<file path="config.mk">
export PLATFORM = sky130hd
export DESIGN_NAME = vrp_rot_stage
export DESIGN_NICKNAME = d
export VERILOG_FILES = /design/src/hdl/vrp_pkg.sv /design/src/hdl/vrp_rot_stage.sv
export SDC_FILE = /design/constraint.sdc
export NUM_CORES = 2
export LEC_CHECK = 0
export BUFFER_PORTS_ARGS = -buffer_cell sky130_fd_sc_hd__buf_4
export CORE_MARGIN = 8
export CORE_UTILIZATION = 48
export DETAILED_ROUTE_END_ITERATION = 10
export GPL_TIMING_DRIVEN = 0
export PLACE_DENSITY = 0.66
export SKIP_CTS_REPAIR_TIMING = 1
export SLEW_MARGIN = 20
export SYNTH_ARGS = -nofsm -noshare
export SYNTH_HDL_FRONTEND = slang
export SYNTH_SLANG_ARGS = --single-unit
</file>
<file path="constraint.sdc">
create_clock -name clk_i -period 3.1 [get_ports clk_i]
set_input_delay 0.31 -clock clk_i [delete_from_list [all_inputs] [get_ports clk_i]]
set_output_delay 0.31 -clock clk_i [all_outputs]
set_load 0.02 [all_outputs]
</file>
<file path="src/hdl/vrp_pkg.sv">
package vrp_pkg;

  typedef struct packed {
    logic signed [15:0] in_x;
    logic signed [15:0] in_y;
    logic signed [15:0] in_z;
  } in_item_t;

  typedef struct packed {
    logic signed [15:0] rot_x;
    logic signed [15:0] rot_y;
    logic signed [15:0] rot_z;
    logic        [15:0] screen_x;
    logic        [15:0] screen_y;
    logic               behind_view;
  } out_item_t;

  typedef struct packed {
    logic signed [15:0] cos_ax;
    logic signed [15:0] sin_ax;
    logic signed [15:0] cos_ay;
    logic signed [15:0] sin_ay;
    logic signed [15:0] cos_az;
    logic signed [15:0] sin_az;
    logic        [14:0] field_of_view;
    logic        [15:0] proj_scale;
  } cfg_t;

  localparam int CfgIdxW = 3;
  localparam logic [CfgIdxW-1:0] RegCosAx = 3'd0;
  localparam logic [CfgIdxW-1:0] RegSinAx = 3'd1;
  localparam logic [CfgIdxW-1:0] RegCosAy = 3'd2;
  localparam logic [CfgIdxW-1:0] RegSinAy = 3'd3;
  localparam logic [CfgIdxW-1:0] RegCosAz = 3'd4;
  localparam logic [CfgIdxW-1:0] RegSinAz = 3'd5;
  localparam logic [CfgIdxW-1:0] RegFov   = 3'd6;
  localparam logic [CfgIdxW-1:0] RegScale = 3'd7;

  // Q1.14 pair sum back to Q8.8, round half up, saturate
  function automatic logic signed [15:0] rescale(input logic signed [33:0] sum);
    logic signed [33:0] r;
    r = (sum + 34'sd8192) >>> 14;
    if (r > 34'sd32767) return 16'sh7fff;
    if (r < -34'sd32768) return 16'sh8000;
    return r[15:0];
  endfunction

endpackage

</file>
<file path="src/hdl/vrp_rot_stage.sv">
module vrp_rot_stage (
  input  logic               clk_i,
  input  logic               rst_ni,
  input  logic               en_i,
  input  logic               valid_i,
  input  logic signed [15:0] a_i,
  input  logic signed [15:0] b_i,
  input  logic signed [15:0] c_i,
  input  logic signed [15:0] cos_i,
  input  logic signed [15:0] sin_i,
  output logic               valid_o,
  output logic signed [15:0] a_o,
  output logic signed [15:0] b_o,
  output logic signed [15:0] c_o
);
  // a_o = sat(a*cos - b*sin), b_o = sat(a*sin + b*cos), c passes
  logic signed [31:0] ac_q, bs_q, as_q, bc_q;
  logic signed [15:0] c_q;
  logic               v_q, v2_q;
  logic signed [15:0] a2_q, b2_q, c2_q;

  always_ff @(posedge clk_i or negedge rst_ni) begin
    if (!rst_ni) begin
      v_q  <= 1'b0;
      v2_q <= 1'b0;
    end else if (en_i) begin
      v_q  <= valid_i;
      v2_q <= v_q;
    end
  end

  always_ff @(posedge clk_i) begin
    if (en_i) begin
      ac_q <= a_i * cos_i;
      bs_q <= b_i * sin_i;
      as_q <= a_i * sin_i;
      bc_q <= b_i * cos_i;
      c_q  <= c_i;
      a2_q <= vrp_pkg::rescale(34'(ac_q) - 34'(bs_q));
      b2_q <= vrp_pkg::rescale(34'(as_q) + 34'(bc_q));
      c2_q <= c_q;
    end
  end

  assign valid_o = v2_q;
  assign a_o = a2_q;
  assign b_o = b2_q;
  assign c_o = c2_q;
endmodule

</file>
==> results_dict.tcl <==
set metrics [dict create \
    chipHeight_um 334 \
    h-tree-depth 4 \
    drc 0 \
    clock_latency_ns 0.51 \
    die_area_um2 111000 \
    stdcell_count 6582 \
    crit_arrival_ns 6.46 \
    drt_pass1_iterations 6 \
    num_rows 116 \
    clock-root-buffer "clkbuf_16" \
    synth.area.top_cells "fa_1 43%, edfxtp_1 12%, ha_1 12%, inv_1 9.3%, and2_1 6.5%" \
    yosysTopAreaCell "fa_1" \
    cpMostUsedCell "fa_1" \
    synth_top_area_share_pct 43.2 \
    grt_max_degree 91 \
    vias 35583 \
    slowest_delay_ns 0.54 \
    syn_avg_cell_area_um2 9.77 \
    fin_crit_ns 6.20 \
    fin_util_pct 57.1 \
    synth_commonest_cells "1198 x inv_1, 1048 x fa_1, 530 x nand2_1, 502 x and2_1, 452 x ha_1" \
    viasPerCell 5.41 \
    crit_chain "buf_4 > buf_4 > nand2_1 > fa_1 > inv_1 > fa_1 > fa_1 > fa_1 > fa_1 > inv_1 > fa_1 > inv_2 > ha_4 > a21o_1 > a21o_1 > a21o_1 > a21oi_2 > o21ai_4 > a41o_1 > o41a_1 > a211o_1 > a21oi_2 > xnor2_2" \
    die_x_um 334 \
    setup_violations 135 \
    fmax_ghz 0.161 \
    final_max_slew_viol_count 0 \
    yosysMostFrequentCell "inv_1" \
    setup_ws_ns -3.10 \
    yosysWarnings 0 \
    grt_antenna_before_repair 17 \
    synth_ff_type "edfxtp_1" \
    yosys.cell_types.count 75 \
    rr_worst_depth 14 \
    rsz0062_at_grt "yes" \
    grt_use_total_pct 27.3 \
    place_inst 6398 \
    area_growth_pct 17.8 \
    synth_enable_flop_cells 192 \
    drt_iter0_markers 3366 \
    syn_area_um2 48500 \
    drive_gt1_share_pct 17.0 \
    syn_inst 4966 \
    hpwl_um 120000 \
    fin_crit_sh_pct 200 \
    ys_ff_latch 194 \
    grt_pass1_wl_um 225000 \
    path_class "in2reg" \
    grt_pass1_vias 35998 \
    cap_violations 0 \
    clock-sinks 194 \
    io_pins 133 \
    nNetsFinal 6849 \
    cp_top_family "adder cells" \
    fillers 8700 \
    critPathLaunchType "input pin" \
    core_um2 100000 \
    ys_seq_area_share_pct 12.0 \
    wl_per_cell_um 23.1 \
    drtAntennaViolNets 0 \
    gp_congestion 1.02 \
    critPathSlowestCell "fa_1" \
    syn_nets 6550 \
    worstSetupEndpointType "flop" \
    fin_skew_ns 0.0193 \
    outcome "complete, but fails checks" \
    port_buffers 132 \
    clockBufferDepth 2 \
    violations "negative setup slack" \
    cp_num_cells 23 \
    critPathBufInv 5 \
    clkSlewWorstSetupHoldPaths_ns 0.09 \
    initial_core_util_pct 48.4 \
    hold_path_class "in2async" \
    cts_inserted_buffers 17 \
    worst-endpoint-required_ns 3.36 \
    relSlewSlack_pct 45.3 \
    overflow 0 \
    async_flop_share_pct 1.03 \
    wl_um 152000 \
    cts_tree "done" \
    worst-path-max-fanout 10 \
    worst_pin_slew_ns 0.821 \
    hold_viol_final 0 \
]
==> cells by family after synthesis <==
logic type                 after synthesis  share of synthesized area [%]
AOI/OAI and AO/OA                      422                           5.88
xor gates and xnor gates               169                           3.05
adders and majority gates             1500                           54.9
buffers and inverters                 1397                           10.8
DFF                                    194                           12.0
muxes                                    5                          0.111
and+or+nand+nor                       1279                           13.2
==> per-stage QoR <==
step / worst slack [ns] / cell area (um2) / TNS [ns] / hold WS, ns
2_1_floorplan: -3.07 / 50600 / -191.00 / 0.0144
3_3_place_gp: -4.44 / 53200 / -335.24 / 0.0924
3_5_place_dp: -4.33 / 53300 / -334.66 / 0.0946
4_1_cts: -3.79 / 53900 / -275.06 / -0.485
5_1_grt: -3.21 / 57100 / -240.97 / 0.0967
6_report: -3.10 / 57100 / -224.50 / 0.120
==> state kept, by name, indices dropped and copies added, names as in the netlist <==
register,count
a_o,16
c_q,16
v_q,1
as_q,32
c_o,16
bs_q,32
b_o,16
bc_q,32
valid_o,1
ac_q,32
==> worst paths after layout <==
path,to,slack [ns],from
min in group clk_i,bc_q[0],0.13,cos_i[0]
setup reg to reg,a_o[4],-0.87,bs_q[13]
setup / recovery,ac_q[31],-3.10,cos_i[8]
max in group asynchronous,valid_o,2.90,rst_ni
hold reg to reg,c_o[2],0.41,c_q[2]
hold / removal,v_q,0.12,rst_ni
==> final cells by class <==
cell class,count,area (um2),share of cell area [%]
plain buffers,199,2450,4.29
inverters,1198,4500,7.88
multi-input cells,3375,39500,69.2
flip-flops and latches,194,5820,10.2
repair buffers,280,2590,4.54
well taps,1298,1620,2.84
clock buffers,18,429,0.751
clock inverters,14,186,0.326
diodes,6,15.0,0.0263
==> worst register-to-register path, cell delays in order (launching register included) <==
cell and delay [ns]:
edfxtp_1 0.38, ha_1 0.28, inv_1 0.04, ha_1 0.31
and4_1 0.28, and2_1 0.18, nand4b_1 0.38, a31oi_4 0.38
nor2_2 0.12, o21ai_2 0.26, a211oi_2 0.15, a2111o_1 0.44
nand2_2 0.22, buf_2 0.28, a21o_1 0.15
==> layer usage <==
metal / GRT usage, % / share of wire (%)
met1: 39.4 / 42
met2: 39.4 / 43
met3: 7.27 / 11
met4: 10.3 / 4.4
met5: 0 / 0.052
==> placed cells by master, fill, tap and decap left out, types with 44 or more instances in the layout <==
master	netlist	layout
a21o_1	99	98
and2_4	0	52
a21oi_2	1	44
nand2_1	530	507
nor2_1	94	81
and2_1	502	450
buf_4	0	223
xnor2_1	121	103
fa_1	1048	1011
ha_4	0	50
inv_1	1198	1148
inv_2	0	48
buf_12	0	47
ha_1	452	386
edfxtp_1	192	192
buf_6	1	68
a21oi_1	118	70
Power is left out: the tool's default activity adds up to more than one toggle a clock period on the data nets, which glitch-free logic cannot reach.
